File: config.mk
export PLATFORM = sky130hd
export DESIGN_NAME = ipc_rendezvous_scheduler
export DESIGN_NICKNAME = d
export VERILOG_FILES = /design/src/design/ipcr_pkg.sv /design/src/design/ipcr_ram.sv /design/src/design/ipc_rendezvous_scheduler.sv
export SDC_FILE = /design/constraint.sdc
export NUM_CORES = 1
export LEC_CHECK = 0
export BUFFER_PORTS_ARGS = -buffer_cell sky130_fd_sc_hd__buf_2
export CAP_MARGIN = 25
export CORE_MARGIN = 2
export CORE_UTILIZATION = 36
export CTS_CLUSTER_SIZE = 16
export DETAILED_ROUTE_END_ITERATION = 10
export PLACE_DENSITY = 0.6
export SETUP_SLACK_MARGIN = 0.15
export SLEW_MARGIN = 40
export SYNTH_ARGS = -nofsm -noshare
export SYNTH_HDL_FRONTEND = slang
export SYNTH_SLANG_ARGS = --single-unit
File: constraint.sdc
create_clock -name clk -period 10.4 [get_ports clk]
set_input_delay 1.56 -clock clk [delete_from_list [all_inputs] [get_ports clk]]
set_output_delay 1.56 -clock clk [all_outputs]
set_load 0.05 [all_outputs]
File: src/design/ipcr_pkg.sv
// Shared types and constants for the rendezvous message-passing scheduler.
// Holds the per-process record layout kept in the process table memory.
// No dependencies.
package ipcr_pkg;

  localparam int NPROC = 8;
  localparam int PW    = $clog2(NPROC);

  localparam logic [3:0] NIL      = 4'hF;
  localparam logic [3:0] PEER_ANY = 4'd8;
  localparam logic [3:0] PEER_HW  = 4'd9;

  localparam logic [1:0] F_SEND = 2'b01;
  localparam logic [1:0] F_RECV = 2'b10;

  localparam logic [2:0] CMD_SEND    = 3'd0;
  localparam logic [2:0] CMD_RECV    = 3'd1;
  localparam logic [2:0] CMD_SENDREC = 3'd2;
  localparam logic [2:0] CMD_INTR    = 3'd3;
  localparam logic [2:0] CMD_SWITCH  = 3'd4;
  localparam logic [2:0] CMD_ROTATE  = 3'd5;

  typedef struct packed {
    logic [1:0]    flags;
    logic [PW-1:0] st;
    logic [3:0]    rs;
    logic [31:0]   addr;
    logic          ip;
    logic [3:0]    ch;
    logic [3:0]    cn;
    logic [3:0]    rn;
  } rec_t;

  localparam int REC_W = $bits(rec_t);

  function automatic logic is_proc(input logic [3:0] x);
    return x < 4'(NPROC);
  endfunction

  // value of an entry never written since reset
  function automatic rec_t rst_rec(input logic [PW-1:0] i);
    rec_t r;
    r    = '0;
    r.ch = NIL;
    r.cn = NIL;
    r.rn = (int'(i) + 1 < NPROC) ? 4'(int'(i) + 1) : NIL;
    return r;
  endfunction

endpackage

File: src/design/ipcr_ram.sv
// Simple dual-port RAM with registered read data and write-to-read forwarding.
// Generic; no package dependency.
module ipcr_ram #(
  parameter int W = 8,
  parameter int D = 8
) (
  input  logic                 clk,
  input  logic                 we,
  input  logic [$clog2(D)-1:0] waddr,
  input  logic [W-1:0]         wdata,
  input  logic                 re,
  input  logic [$clog2(D)-1:0] raddr,
  output logic [W-1:0]         rdata
);

  logic [W-1:0] mem [D];

  always_ff @(posedge clk) begin
    if (we) begin
      mem[waddr] <= wdata;
    end
    if (re) begin
      rdata <= (we && waddr == raddr) ? wdata : mem[raddr];
    end
  end

endmodule

File: src/design/ipc_rendezvous_scheduler.sv
// Rendezvous message-passing scheduler over a fixed process table.
// Uses ipcr_pkg and ipcr_ram (process table memory).
//
// Requests arrive on s_t*: cmd, peer and msg_addr, issued on behalf of the
// running process. Each request yields one or two results on m_t*, the final
// one marked by m_tlast: status, an optional copy request (from/to address,
// sender, interrupt flag) and the process running afterwards.
// cfg_* writes the idle process number; it is taken at any time but is only
// meant to change while no request is in flight.
// One request is handled at a time; s_tready is high only while idle.
// All per-process records sit in a single memory with registered reads, so
// the time a request takes is set by the memory accesses of its walk, which
// is longest for a send with long sender chains and caller queues; the
// handover of each result adds to it.
// Results are held until m_tready; nothing further is accepted meanwhile.
// Reset (rst, synchronous) makes every process ready in queue order 0..NPROC-1
// with process 0 running; a valid bit per entry stands in for table reset, so
// no clearing pass is needed.
module ipc_rendezvous_scheduler (
  input  logic        clk,
  input  logic        rst,
  input  logic        s_tvalid,
  output logic        s_tready,
  input  logic [39:0] s_tdata,   // cmd[2:0], peer[6:3], msg_addr[38:7]
  output logic        m_tvalid,
  input  logic        m_tready,
  output logic [79:0] m_tdata,   // status[0], copy_valid[1], from_addr[33:2],
                                 // to_addr[65:34], sender[69:66],
                                 // is_interrupt[70], current_process[73:71]
  output logic        m_tlast,
  input  logic        cfg_valid,
  output logic        cfg_ready,
  input  logic [2:0]  cfg_data
);
  import ipcr_pkg::*;

  typedef enum logic [27:0] {
    S_IDLE   = 28'd1 << 0,
    S_SD_D   = 28'd1 << 1,
    S_SD_CHK = 28'd1 << 2,
    S_SD_CW  = 28'd1 << 3,
    S_SD_DL  = 28'd1 << 4,
    S_SD_Q   = 28'd1 << 5,
    S_SD_O   = 28'd1 << 6,
    S_AS     = 28'd1 << 7,
    S_RV_C   = 28'd1 << 8,
    S_RV_W   = 28'd1 << 9,
    S_RV_P   = 28'd1 << 10,
    S_RV_UH  = 28'd1 << 11,
    S_RV_UP  = 28'd1 << 12,
    S_RV_I   = 28'd1 << 13,
    S_IN_T   = 28'd1 << 14,
    S_SW0    = 28'd1 << 15,
    S_SW1    = 28'd1 << 16,
    S_SW2    = 28'd1 << 17,
    S_MR0    = 28'd1 << 18,
    S_MR1    = 28'd1 << 19,
    S_MR2    = 28'd1 << 20,
    S_MU0    = 28'd1 << 21,
    S_MU1    = 28'd1 << 22,
    S_MU2    = 28'd1 << 23,
    S_MU3    = 28'd1 << 24,
    S_MU4    = 28'd1 << 25,
    S_OUT0   = 28'd1 << 26,
    S_OUT1   = 28'd1 << 27
  } state_t;

  typedef struct packed {
    logic [2:0]       cmd;
    logic [3:0]       peer;
    logic [31:0]      addr;
    logic [PW-1:0]    caller;
    logic             status;
    logic [1:0]       ndlv;
    logic [1:0][31:0] dfrom;
    logic [1:0][31:0] dto;
    logic [1:0][3:0]  dwho;
    logic [1:0]       dint;
    logic [PW-1:0]    idx;
    logic [PW:0]      n;
    logic [3:0]       p;
    logic [3:0]       prev;
    logic [3:0]       chead;
    logic [3:0]       tmp;
    logic             mr;
    logic [PW-1:0]    mp;
    logic             rot;
    state_t           ret;
    logic [3:0]       head;
    logic [3:0]       tail;
    logic [PW-1:0]    run;
  } ctx_t;

  state_t        st, st_n;
  ctx_t          c, nx;
  logic [2:0]    idle;
  logic [NPROC-1:0] vld;
  logic          qv;
  logic [PW-1:0] raddr_q;
  logic [REC_W-1:0] q;
  rec_t          cur, w;
  logic          m_we, m_re;
  logic [PW-1:0] m_ra;
  logic          k;
  logic          cv;

  function automatic ctx_t add_dlv(input ctx_t x, input logic [31:0] f,
                                   input logic [31:0] t, input logic [3:0] who,
                                   input logic intr);
    ctx_t r;
    r = x;
    r.dfrom[x.ndlv[0]] = f;
    r.dto[x.ndlv[0]]   = t;
    r.dwho[x.ndlv[0]]  = who;
    r.dint[x.ndlv[0]]  = intr;
    r.ndlv = x.ndlv + 2'd1;
    return r;
  endfunction

  function automatic logic [PW-1:0] idle_pid(input logic [2:0] i);
    return (int'(i) < NPROC) ? PW'(i) : '0;
  endfunction

  ipcr_ram #(.W(REC_W), .D(NPROC)) u_ram (
    .clk   (clk),
    .we    (m_we),
    .waddr (raddr_q),
    .wdata (w),
    .re    (m_re),
    .raddr (m_ra),
    .rdata (q)
  );

  assign cur = qv ? rec_t'(q) : rst_rec(raddr_q);

  always_comb begin
    nx   = c;
    st_n = st;
    m_re = 1'b0;
    m_ra = c.caller;
    m_we = 1'b0;
    w    = cur;
    unique case (st) inside
      S_IDLE: begin
        if (s_tvalid) begin
          nx.cmd    = s_tdata[2:0];
          nx.peer   = s_tdata[6:3];
          nx.addr   = s_tdata[38:7];
          nx.caller = c.run;
          nx.status = 1'b0;
          nx.ndlv   = '0;
          nx.ret    = S_OUT0;
          case (s_tdata[2:0]) inside
            CMD_SEND, CMD_SENDREC: begin
              if (is_proc(s_tdata[6:3])) begin
                m_re = 1'b1; m_ra = s_tdata[PW+2:3]; st_n = S_SD_D;
              end else if (s_tdata[2:0] == CMD_SENDREC) begin
                m_re = 1'b1; m_ra = c.run; st_n = S_RV_C;
              end else begin
                st_n = S_OUT0;
              end
            end
            CMD_RECV: begin
              m_re = 1'b1; m_ra = c.run; st_n = S_RV_C;
            end
            CMD_INTR: begin
              if (is_proc(s_tdata[6:3])) begin
                m_re = 1'b1; m_ra = s_tdata[PW+2:3]; st_n = S_IN_T;
              end else begin
                st_n = S_OUT0;
              end
            end
            CMD_SWITCH, CMD_ROTATE: begin
              nx.rot = (s_tdata[2:0] == CMD_ROTATE);
              st_n   = S_SW0;
            end
            default: st_n = S_OUT0;
          endcase
        end
      end
      // send: sender chain check
      S_SD_D: begin
        if (cur.flags[0]) begin
          nx.idx = cur.st; nx.n = '0; st_n = S_SD_CHK;
        end else begin
          m_re = 1'b1; m_ra = c.peer[PW-1:0]; st_n = S_SD_DL;
        end
      end
      S_SD_CHK: begin
        if (c.idx == c.caller) begin
          nx.status = 1'b1; st_n = S_OUT0;
        end else begin
          m_re = 1'b1; m_ra = c.idx; st_n = S_SD_CW;
        end
      end
      S_SD_CW: begin
        if (!cur.flags[0]) begin
          m_re = 1'b1; m_ra = c.peer[PW-1:0]; st_n = S_SD_DL;
        end else if (c.n == (PW+1)'(NPROC)) begin
          nx.status = 1'b1; st_n = S_OUT0;
        end else begin
          nx.idx = cur.st; nx.n = c.n + 1'b1; st_n = S_SD_CHK;
        end
      end
      S_SD_DL: begin
        if (cur.flags == F_RECV && (cur.rs == PEER_ANY || cur.rs == 4'(c.caller))) begin
          nx = add_dlv(c, c.addr, cur.addr, 4'(c.caller), 1'b0);
          w.flags = '0;
          m_we = 1'b1;
          nx.mp = c.peer[PW-1:0]; nx.ret = S_AS; st_n = S_MR0;
        end else if (!is_proc(cur.ch)) begin
          w.ch = 4'(c.caller);
          m_we = 1'b1;
          m_re = 1'b1; m_ra = c.caller; st_n = S_SD_O;
        end else begin
          nx.n = '0;
          m_re = 1'b1; m_ra = cur.ch[PW-1:0]; st_n = S_SD_Q;
        end
      end
      S_SD_Q: begin
        if (c.n != (PW+1)'(NPROC) && is_proc(cur.cn)) begin
          nx.n = c.n + 1'b1;
          m_re = 1'b1; m_ra = cur.cn[PW-1:0];
        end else begin
          w.cn = 4'(c.caller);
          m_we = 1'b1;
          m_re = 1'b1; m_ra = c.caller; st_n = S_SD_O;
        end
      end
      S_SD_O: begin
        w.cn    = NIL;
        w.addr  = c.addr;
        w.st    = c.peer[PW-1:0];
        w.flags = cur.flags | F_SEND;
        m_we = 1'b1;
        if ((cur.flags | F_SEND) == F_SEND) begin
          nx.mp = c.caller; nx.ret = S_AS; st_n = S_MU0;
        end else begin
          st_n = S_AS;
        end
      end
      S_AS: begin
        nx.ret = S_OUT0;
        if (c.cmd == CMD_SENDREC) begin
          m_re = 1'b1; m_ra = c.caller; st_n = S_RV_C;
        end else begin
          st_n = S_OUT0;
        end
      end
      // receive
      S_RV_C, S_RV_I: begin
        if (st == S_RV_C && !cur.flags[0]) begin
          nx.p = cur.ch; nx.chead = cur.ch; nx.prev = NIL; nx.n = '0;
          st_n = S_RV_W;
        end else if (st == S_RV_I && cur.ip &&
                     (c.peer == PEER_HW || c.peer == PEER_ANY)) begin
          nx = add_dlv(c, '0, c.addr, PEER_HW, 1'b1);
          w.ip = 1'b0;
          m_we = 1'b1;
          st_n = S_OUT0;
        end else begin
          w.rs    = c.peer;
          w.addr  = c.addr;
          w.flags = cur.flags | F_RECV;
          m_we = 1'b1;
          nx.ret = S_OUT0;
          if ((cur.flags | F_RECV) == F_RECV) begin
            nx.mp = c.caller; st_n = S_MU0;
          end else begin
            st_n = S_OUT0;
          end
        end
      end
      S_RV_W: begin
        m_re = 1'b1;
        if (c.n != (PW+1)'(NPROC) && is_proc(c.p)) begin
          m_ra = c.p[PW-1:0]; st_n = S_RV_P;
        end else begin
          m_ra = c.caller; st_n = S_RV_I;
        end
      end
      S_RV_P: begin
        if (c.peer == PEER_ANY || c.peer == c.p) begin
          nx = add_dlv(c, cur.addr, c.addr, c.p, 1'b0);
          nx.tmp = cur.cn;
          nx.mr  = ((cur.flags & ~F_SEND) == 2'b00);
          nx.mp  = c.p[PW-1:0];
          nx.ret = S_OUT0;
          w.flags = cur.flags & ~F_SEND;
          m_we = 1'b1;
          if (c.p == c.chead) begin
            m_re = 1'b1; m_ra = c.caller; st_n = S_RV_UH;
          end else if (is_proc(c.prev)) begin
            m_re = 1'b1; m_ra = c.prev[PW-1:0]; st_n = S_RV_UP;
          end else if ((cur.flags & ~F_SEND) == 2'b00) begin
            st_n = S_MR0;
          end else begin
            st_n = S_OUT0;
          end
        end else begin
          nx.prev = c.p; nx.p = cur.cn; nx.n = c.n + 1'b1;
          st_n = S_RV_W;
        end
      end
      S_RV_UH, S_RV_UP: begin
        if (st == S_RV_UH) begin
          w.ch = c.tmp;
        end else begin
          w.cn = c.tmp;
        end
        m_we = 1'b1;
        st_n = c.mr ? S_MR0 : S_OUT0;
      end
      // interrupt
      S_IN_T: begin
        m_we = 1'b1;
        if (cur.flags != F_RECV || !(cur.rs == PEER_ANY || cur.rs == PEER_HW)) begin
          w.ip = 1'b1;
          st_n = S_OUT0;
        end else begin
          nx = add_dlv(c, '0, cur.addr, PEER_HW, 1'b1);
          w.flags = '0;
          w.ip = 1'b0;
          nx.mp = c.peer[PW-1:0]; nx.ret = S_OUT0; st_n = S_MR0;
        end
      end
      // task switch
      S_SW0: begin
        if (!is_proc(c.head)) begin
          nx.run = idle_pid(idle); st_n = c.ret;
        end else if (c.rot && is_proc(c.tail)) begin
          m_re = 1'b1; m_ra = c.tail[PW-1:0]; st_n = S_SW1;
        end else begin
          nx.run = c.head[PW-1:0]; st_n = c.ret;
        end
      end
      S_SW1: begin
        w.rn = c.head;
        m_we = 1'b1;
        m_re = 1'b1; m_ra = c.head[PW-1:0]; st_n = S_SW2;
      end
      S_SW2: begin
        w.rn = NIL;
        m_we = 1'b1;
        nx.tail = c.head;
        nx.head = cur.rn;
        nx.run  = is_proc(cur.rn) ? cur.rn[PW-1:0] : idle_pid(idle);
        st_n = c.ret;
      end
      // ready queue append
      S_MR0: begin
        m_re = 1'b1;
        if (is_proc(c.head) && is_proc(c.tail)) begin
          m_ra = c.tail[PW-1:0]; st_n = S_MR1;
        end else begin
          nx.head = 4'(c.mp); m_ra = c.mp; st_n = S_MR2;
        end
      end
      S_MR1: begin
        w.rn = 4'(c.mp);
        m_we = 1'b1;
        m_re = 1'b1; m_ra = c.mp; st_n = S_MR2;
      end
      S_MR2: begin
        w.rn = NIL;
        m_we = 1'b1;
        nx.tail = 4'(c.mp);
        st_n = c.ret;
      end
      // ready queue removal
      S_MU0: begin
        if (!is_proc(c.head)) begin
          st_n = c.ret;
        end else if (c.head == 4'(c.mp)) begin
          m_re = 1'b1; m_ra = c.mp; st_n = S_MU1;
        end else begin
          nx.idx = c.head[PW-1:0]; nx.n = '0;
          m_re = 1'b1; m_ra = c.head[PW-1:0]; st_n = S_MU2;
        end
      end
      S_MU1: begin
        nx.head = cur.rn;
        if (c.mp == c.run) begin
          nx.rot = 1'b0; st_n = S_SW0;
        end else begin
          st_n = c.ret;
        end
      end
      S_MU2: begin
        if (cur.rn == 4'(c.mp)) begin
          m_re = 1'b1; m_ra = c.mp; st_n = S_MU3;
        end else if (!is_proc(cur.rn) || c.n == (PW+1)'(NPROC - 1)) begin
          st_n = c.ret;
        end else begin
          nx.idx = cur.rn[PW-1:0]; nx.n = c.n + 1'b1;
          m_re = 1'b1; m_ra = cur.rn[PW-1:0];
        end
      end
      S_MU3: begin
        nx.tmp = cur.rn;
        m_re = 1'b1; m_ra = c.idx; st_n = S_MU4;
      end
      S_MU4: begin
        w.rn = c.tmp;
        m_we = 1'b1;
        if (c.tail == 4'(c.mp)) begin
          nx.tail = 4'(c.idx);
        end
        st_n = c.ret;
      end
      S_OUT0: begin
        if (m_tready) begin
          st_n = (c.ndlv == 2'd2) ? S_OUT1 : S_IDLE;
        end
      end
      S_OUT1: begin
        if (m_tready) begin
          st_n = S_IDLE;
        end
      end
      default: st_n = S_IDLE;
    endcase
  end

  always_ff @(posedge clk) begin
    if (rst) begin
      st     <= S_IDLE;
      idle   <= '0;
      vld    <= '0;
      c.head <= '0;
      c.tail <= 4'(NPROC - 1);
      c.run  <= '0;
    end else begin
      st <= st_n;
      c  <= nx;
      if (cfg_valid) begin
        idle <= cfg_data;
      end
      if (m_we) begin
        vld[raddr_q] <= 1'b1;
      end
    end
    if (m_re) begin
      raddr_q <= m_ra;
      qv      <= (m_we && raddr_q == m_ra) ? 1'b1 : vld[m_ra];
    end
  end

  assign s_tready  = (st == S_IDLE);
  assign cfg_ready = 1'b1;
  assign m_tvalid  = (st == S_OUT0) || (st == S_OUT1);
  assign k         = (st == S_OUT1);
  assign cv        = k || (c.ndlv != 2'd0);
  assign m_tlast   = k || (c.ndlv != 2'd2);

  assign m_tdata = {6'd0,
                    3'(c.run),
                    cv & c.dint[k],
                    cv ? c.dwho[k] : 4'd0,
                    cv ? c.dto[k] : 32'd0,
                    cv ? c.dfrom[k] : 32'd0,
                    cv,
                    c.status};

endmodule

# --- Yosys cells after proc, flatten, opt, wreduce, memory -nomap -nowiden ---
# Memory sizes are Yosys's and may differ from the RTL's. A register that Yosys moved wholly into a read port is not among the register bits.
# Index checks and enable logic that the tools add are counted.
op_classes:
  mux: 197
  addsub: 3
  n_bitwise: 15
  n_eq_ne: 89
  n_reduce_logical: 66
  n_lt_le_gt_ge: 15
op_table:
  columns: ["operator", "n"]
  rows:
  - ["$pmux 28 s24", 1]
  - ["$pmux 138 s4", 1]
  - ["$mux 28", 19]
  - ["$mux 143", 3]
  - ["$mux 27", 14]
  - ["$bwmux 64", 4]
  - ["$mux 32", 7]
  - ["$pmux 42 s5", 1]
  - ["$mux 207", 1]
  - ["$pmux 28 s7", 1]
  - ["$mux 164", 1]
  - ["$mux 48", 2]
  - ["$mux 3", 30]
  - ["$and 64x64->64", 1]
  - ["$mux 4", 16]
  - ["$not 64->64", 1]
  - ["$pmux 32 s2", 1]
  - ["$mux 7", 8]
  - ["$mux 54", 1]
  - ["$ne 2x2->1 const B", 26]
  - ["$pmux 12 s4", 1]
  - ["$mux 45", 1]
  - ["$mux 43", 1]
  - ["$mux 1", 42]
  - ["other kinds (119)", 201]
word_totals:
  in_bits: 48
  output_inout_bits: 84
  word_cells: 417
  register_bits: 293
  mem_bits_rw: 432
  mem_count: 1
mem_list:
  columns: ["memory", "depth", "width", "read_ports", "rd_clocked_by_memory_dff", "wr", "line_no", "source"]
  rows:
  - ["u_ram.mem", 8, 54, 1, 1, 1, "ipcr_ram.sv:16", "logic [W-1:0] mem [D];"]

# --- Logic depth before layout (Yosys ltp) ---
# Gate-level depths: netlist (run 1).
depth:
  word_depth: 12
  depth_mapped: 17
  mapped_depth_nobuf: 13

# --- Hierarchy ---
# From an unflattened synthesis (run 1), not the netlist that was laid out.
unflattened:
  hier_cells: 2648
  area_unflattened_um2: 35039.9
modules_own_cells:
  columns: ["mod", "seq_area_each_um2", "area_per_inst_um2", "n_inst", "cells_each"]
  rows:
  - ["ipcr_ram", 14594.0, 18529.0, 1, 754]
  - ["ipc_rendezvous_scheduler", 7517.2, 16510.8, 1, 1894]

# --- Worst setup path after synthesis (run 1) ---
# Ideal clock, no wire load.
synth_timing:
  path_type: "register to register"
  startpoint: "register st[21]"
  endpoint: "memory u_ram.mem[0][0] (netlist name), enable pin"
  t_arrival_ns: 6.359
  path_slack_ns: 3.509
  path_stages_with_launch: 11
  required_ns: 9.868
  setup_ns: 0.532
  path_buffers: 1
  synth_period_minus_slack_ns: 6.891
  cell_sequence: "dfxtp_1 clkbuf_1 or4_1 nor4_1 nand2_1 nor4_2 nor2_1 nand3_1 or3_1 nand2b_1 nor3_1"
synth_between:
  elab_chain_len: 6
  word_cells_on_any_way: 21
  classes_between: "eq/ne: 14; mux: 4; reduce/logical: 3"
synth_lines:
  columns: ["item", "line_no", "source"]
  rows:
  - ["from (decl)", "ipc_rendezvous_scheduler.sv:94", "state_t st, st_n;"]
  - ["from (signal assigned)", "ipc_rendezvous_scheduler.sv:434", "st <= st_n;"]
  - ["parallel branches: the longest is 3 deep, another holds $eq 28x7->1", null, null]
  - ["$pmux 1 s5 (*)", "ipc_rendezvous_scheduler.sv:143", "unique case (st) inside"]
  - ["$mux 1 (*)", "ipcr_ram.sv:19", "if (we) begin"]
  - ["$mux 1 (implied by the code) (*)", "ipcr_ram.sv:20", "mem[waddr] <= wdata;"]
  - ["to (decl)", "ipcr_ram.sv:16", null]
# Every way passes the cells marked *.

# --- Worst setup path in the final report (run 1) ---
layout_timing:
  startpoint: "register st[8]"
  endpoint: "output m_tdata[52]"
layout_between:
  elab_chain_len: 4
  word_cells_on_any_way: 5
  classes_between: "eq/ne: 1; mux: 3; reduce/logical: 1"
layout_lines:
  columns: ["item", "line_no", "source"]
  rows:
  - ["$eq 28x28->1 (*)", "ipc_rendezvous_scheduler.sv:452", "assign k = (st == S_OUT1);"]
  - ["$mux 32 (implied by the code) (2 in a row)", "ipc_rendezvous_scheduler.sv:460", "cv ? c.dto[k] : 32'd0,"]
  - ["$mux 32 (*)", "ipc_rendezvous_scheduler.sv:460", null]
  - ["to (decl)", "ipc_rendezvous_scheduler.sv:27", "output logic [79:0] m_tdata,"]
# Every way passes the cells marked *; elsewhere a longest branch is shown, timed or not. The select of a mux whose other input is x is not followed.

==> flow_summary.toml, run 1 <==
[outcome]
status = "finished, final reports clean"

[placed_design]
hpwl_um = 62700
pre_cts_ws_ns = 4.31
portBuffers = 123
gp_congestion = 0.975
dpl_cell_area_sq_mm = 0.0375

[clock_tree]
cts_hold_buf = 0
numClockSinks = 753
path_clk_slew_ns = 0.06
cts_tree = "yes"
root_buffer = "clkbuf_16"
cts.path.max_buffers = 3
cts_buffers = 77
htreeDepth = 3
cts_resized = 0
clk_latency_ns = 0.65
post_cts_buffers = 0

[drt]
drc_errors = 0
ant_nets = 0
num_vias = 26100
wl_per_cell_um = 24.4
firstDrtPassIters = 6
finalWirelength_um = 108000
dr.first_iter.drc_count = 3388
drt-vias-per-instance = 5.92

[grt]
antenna_found_initial = 4
track_usage_pct = 20.5
gr-total-overflow = 0
grt_pass1_vias = 24700
grt_pass1_wl_um = 161000
grt_max_degree = 219

[logic_synthesis]
synth.area.top_cells = "edfxtp_1 (59%), a2111oi_0 (5.4%), nand2_1 (4.2%)"
ys_seq_elements = 753
yosysWarningCount = 0
synth-main-ff-cell = "edfxtp_1"
synth_area_per_cell_sq_um = 11.6
synth_edf_count = 703
synth_common_cells = "edfxtp_1 (703), nand2_1 (404), and3_1 (232)"
yosys.area.top_type = "edfxtp_1"
synth.distinct_cells = 82
syn_inst = 3075
yosysTopAreaCellShare_pct = 59.1
syn-cell-area_sq_mm = 0.0357
synthMostInstantiatedCell = "edfxtp_1"
ys_seq_area_share_pct = 61.9
async_flop_share_pct = 0

[sta]
hold_violations = 0
setup_viol = 0
fmax_mhz = 159
slew_headroom_pct = 36.1
slew_violations = 0
rsz0062_at_grt = "no"
fin_crit_sh_pct = 60.5
fin_crit_ns = 6.29
worst_pin_slew_ns = 0.949
clock_skew_ns = 0.0305
setup_slack_ns = 4.11
setup_tns_ns = 0

[power_and_ir_drop]
power_frac_seq_pct = 40.3
p_int_mw = 6.10
combPwrFrac_pct = 32.3
power_mw = 9.47
switching_share_pct = 35.6
powerDensity_mw_per_mm2 = 238
ir_drop_mv = 0.180
switchingPower_mw = 3.38
leakagePower_nw = 13.6
clock_power_share_pct = 27.5

[worst_setup_path]
worst-path-max-fanout = 47
rrSetupSlack_ns = 4.23
critical_path.endpoint_type = "output port"
r2r_start = "st[4]"
critPathArrivalTime_ns = 4.73
reg2reg_to = "u_ram.rdata[38]"
required_ns = 8.84
r2r_cells = 12
crit_path_start_kind = "flop"
crit_type = "reg2out"

[floorplan]
core_region_area_sq_mm = 0.0984
start_util_pct = 36.3
rows = 115
die_y_um = 319
boundaryPins = 132
die_area_sq_mm = 0.102
die_x_um = 319

[worst_hold_path]
hold_depth = 2
holdCritStartpoint = "vld[3]"
hold_end = "vld[3]"
hold_path.class = "reg2reg"

[finish]
num-nets-final = 3119
design_area_sq_mm = 0.0399
drive_gt1_share_pct = 13.7
final_core_util_pct = 40.5
area_growth_pct = 11.6

[flow_run]
maxCapViolations = 0
-- worst max-delay path by stage --
stage	from	to	cells after the start
2_1_floorplan	st[21]	u_ram.mem[0][0]	10
3_3_place_gp	st[16]	u_ram.rdata[19]	12
3_5_place_dp	qv	u_ram.rdata[33]	13
4_1_cts	st[8]	m_tdata[20]	8
5_1_grt	st[8]	m_tdata[16]	8
6_report	st[8]	m_tdata[52]	8
-- critical path, stage by stage (launching register included) --
cell	delay [ns]
dfxtp_1	0.41
nor4_2	0.68
nand4_1	0.57
nor2_1	0.48
and3_2	0.69
buf_4	0.61
nand2_1	0.13
nand2_1	0.14
buf_2	0.28
-- state kept, by name, summed over array words and instances (netlist names), named ones only --
signal and cells:
u_ram.rdata 54, st 28, qv 1, c 150, m_tdata 4, raddr_q 3
u_ram.mem 432, idle 3, vld 8
-- power groups by stage --
stage / clock network [mW] / registers, mW / logic (mW)
after CTS: 2.64 / 3.81 / 3.02
after detailed placement: 0 / 3.87 / 3.00
final: 2.60 / 3.81 / 3.06
after global placement: 0 / 3.88 / 2.94
after global routing: 2.76 / 3.83 / 3.31
after floorplan: 0 / 3.82 / 2.16
-- logic make-up (layout without fill, tap and decap cells) --
group,Yosys count,in the layout,share of synthesized area (%)
simple gates,1290,1290,18.7
flops,753,753,61.9
compound gates,600,600,11.8
buf+inv,298,341,3.52
mux,92,92,2.96
xor+xnor,35,35,0.932
fa+ha+maj,5,5,0.175
other cells,2,8,0.0210
-- area by class of cell --
type | instances | area (sq um)
repair buffers | 176 | 1100
clock inverters | 34 | 250
multi-input cells | 2029 | 12600
fillers | 9325 | 58600
inverters | 29 | 123
clock buffers | 102 | 2040
flip-flops and latches | 753 | 22100
well taps | 1287 | 1610
diodes | 1 | 2.50
-- stage by stage --
| stage | instances | hold WS (ns) |
|---|---|---|
| after floorplan | 3080 | 0.429 |
| after global placement | 4272 | 0.440 |
| after detailed placement | 4273 | 0.454 |
| after CTS | 4409 | 0.468 |
| after global routing | 4410 | 0.487 |
| final | 4411 | 0.462 |
-- cells in the final DEF, fill, tap and decap left out, types with 50 or more instances in the layout --
cell / instances
a21oi_1: 136
mux2_2: 73
buf_2: 123
edfxtp_1: 703
nand2_1: 403
nand3_1: 83
dfxtp_1: 50
nor4_1: 78
a2111oi_0: 219
and3_1: 230
nor2_1: 196
o21ai_0: 68
clkbuf_16: 78
nand3b_1: 77
-- routing by layer --
metal  part of all wire, %  track usage [%]  vias to the layer above
met5                     0                0                        -
met4                   2.7             6.77                        0
met3                   7.4             3.29                      176
met2                    46             31.8                     1116
met1                    44             29.3                    13000
li1                      -                -                    11800
Note: power is estimated with default switching activity, not from simulation.
==> run 2, diff against run 1 <==
Settings changed: ABC_AREA from default to 1, PLACE_DENSITY 0.6 to 0.62.
Clock period 10.4 ns to 5.25 ns, I/O delays scaled along.
==> flow_summary.toml, run 2 <==
[sta]
fin_crit_sh_pct = 80.9
clock_skew_ns = 0.0243
fmax_mhz = 235
hold_violations = 0
setup_viol = 0
rsz0062_at_grt = "no"
setup_slack_ns = 1.00
fin_crit_ns = 4.25
slew_headroom_pct = 40.3
hold_slack_ns = 0.310
slew_violations = 0
worst_pin_slew_ns = 0.890

[finish]
drive_gt1_share_pct = 11.7
num-nets-final = 4223
final_core_util_pct = 40.9
final_common_cell = "nand2_1"
final_cell_mix = "nand2_1 (775), edfxtp_1 (703), nand3_1 (565)"
max_flop_register = "u_ram.mem"
largest_register_ffs = 432
area_growth_pct = 12.5
largestRegisters = "u_ram.mem (432), c (150), u_ram.rdata (54)"
design_area_sq_mm = 0.0431

[grt]
antenna_found_initial = 0
track_usage_pct = 20.8
grt_max_degree = 111
gr-total-overflow = 0
grt_pass1_wl_um = 173000
grt_pass1_vias = 28100

[floorplan]
core_region_area_sq_mm = 0.105
die_area_sq_mm = 0.109
start_util_pct = 36.4
die_x_um = 330
die_y_um = 330
rows = 119
boundaryPins = 132

[logic_synthesis]
synth_area_per_cell_sq_um = 9.28
synthMuxAreaShare_pct = 0
synth_top_family_by_area = "simple AND/OR/NAND/NOR gates"
synth_common_cells = "nand2_1 (779), edfxtp_1 (703), nand3_1 (566)"
synthMostInstantiatedCell = "nand2_1"
synth_edf_count = 703
yosys.area.top_type = "edfxtp_1"
synth-xor-area-share_pct = 0.342
synth_compound_area_share_pct = 8.00
syn_inst = 4133
async_flop_share_pct = 0
synth-simple-area-share_pct = 24.9
ys_seq_elements = 753
syn-cell-area_sq_mm = 0.0384
synthAdderAreaFrac_pct = 0.163
synth.distinct_cells = 56
yosysTopAreaCellShare_pct = 55.0
ys_seq_area_share_pct = 57.6
yosysWarningCount = 0
synth-main-ff-cell = "edfxtp_1"
synth.area.top_cells = "edfxtp_1 (55%), nand2_1 (7.6%), nand3_1 (7.4%)"

[drt]
ant_nets = 0
finalWirelength_um = 116000
drt-vias-per-instance = 5.40
drc_errors = 0
dr.first_iter.drc_count = 3573
firstDrtPassIters = 8
wl_per_cell_um = 20.7
num_vias = 30400

[power_and_ir_drop]
ir_drop_mv = 0.566
leakagePower_nw = 17.6
powerDensity_mw_per_mm2 = 543
power_mw = 23.4

[flow_run]
maxCapViolations = 0

[placed_design]
portBuffers = 123
pre_cts_ws_ns = 0.940
gp_congestion = 0.980
hpwl_um = 72300
dpl_cell_area_sq_mm = 0.0406

[worst_setup_path]
crit_type = "reg2out"
crit_path_max_incr_delay_ns = 0.69
crit_path_start_kind = "flop"
worstPathCellList = "nor2_2, nand2_4, nor2_8, nand2_8, nor3_1, nand3_1, o21ai_0, buf_2"
critPathArrivalTime_ns = 3.46
required_ns = 4.46
crit_slowest_cell = "o21ai_0"
critical_path.endpoint_type = "output port"
worst-path-max-fanout = 16

[clock_tree]
path_clk_slew_ns = 0.06
cts_buffers = 78
htreeDepth = 3
clk_latency_ns = 0.65
cts.path.max_buffers = 3
numClockSinks = 753
cts_tree = "yes"
cts_resized = 0
root_buffer = "clkbuf_16"
post_cts_buffers = 0
cts_hold_buf = 0

[outcome]
status = "finished, final reports clean"

[worst_hold_path]
hold_path.class = "in2reg"
==> run 2: cell count changes after synthesis, moves of 73 or more <==
cell,change
and3_1,-231
a2111oi_0,-218
clkbuf_1,-114
mux2_2,-73
nor2_1,+128
nand3_1,+482
inv_1,+506
nand2_1,+375
buf_2,+89
==> run 2: layout make-up <==
type	count	area (sq um)
Clock buffer	90	2060
Inverter	552	2080
Timing Repair Buffer	214	1550
Sequential cell	753	22100
Antenna cell	1	2.50
Fill cell	10300	62300
Clock inverter	51	472
Tap cell	1391	1740
Multi-Input combinational cell	2571	13100
==> run 2: logic make-up after synthesis <==
| logic type | after synthesis |
|---|---|
| AO/OA/AOI/OAI | 530 |
| XOR/XNOR | 15 |
| adder cells (fa/ha/maj) | 5 |
| buffers and inverters | 814 |
| flip-flops | 753 |
| other | 2 |
| AND/OR/NAND/NOR | 2014 |
==> run 2: stage by stage <==
stage | setup TNS (ns) | instances
detailed placement | 0 | 5480
global route | 0 | 5622
CTS | 0 | 5621
global placement | 0 | 5477
floorplan | -83.33 | 4138
finish | 0 | 5623
==> run 2: routing by layer <==
metal  up-vias  share of wire (%)  GRT usage [%]
met3       196                8.4           2.40
met1     14500                 43           29.1
met2      1446                 46           33.2
met5         -                  0              0
li1      14200                  -              -
met4         0                3.1           7.62
==> run 2: report_power, final <==
part	switching [mW]	internal, mW
Sequential	0.219	7.47
Combinational	7.30	2.91
Clock	2.41	3.13
==> run 2: path summary, 6_finish.rpt <==
path	startpoint	end	slack, ns	depth (start not counted)
setup / recovery	st[0]	m_tdata[22]	1.00	8
hold / removal	s_tdata[18]	c[222]	0.31	1
setup reg to reg	st[19]	u_ram.rdata[27]	1.01	19
hold reg to reg	vld[5]	vld[5]	0.47	2
==> run 2: worst max-delay path, delay by kind of cell, from the launching register on <==
family          cells  cell delay, ns
compound gates      1            0.69
buf+inv             1            0.36
flops               1            0.34
simple gates        6            1.40
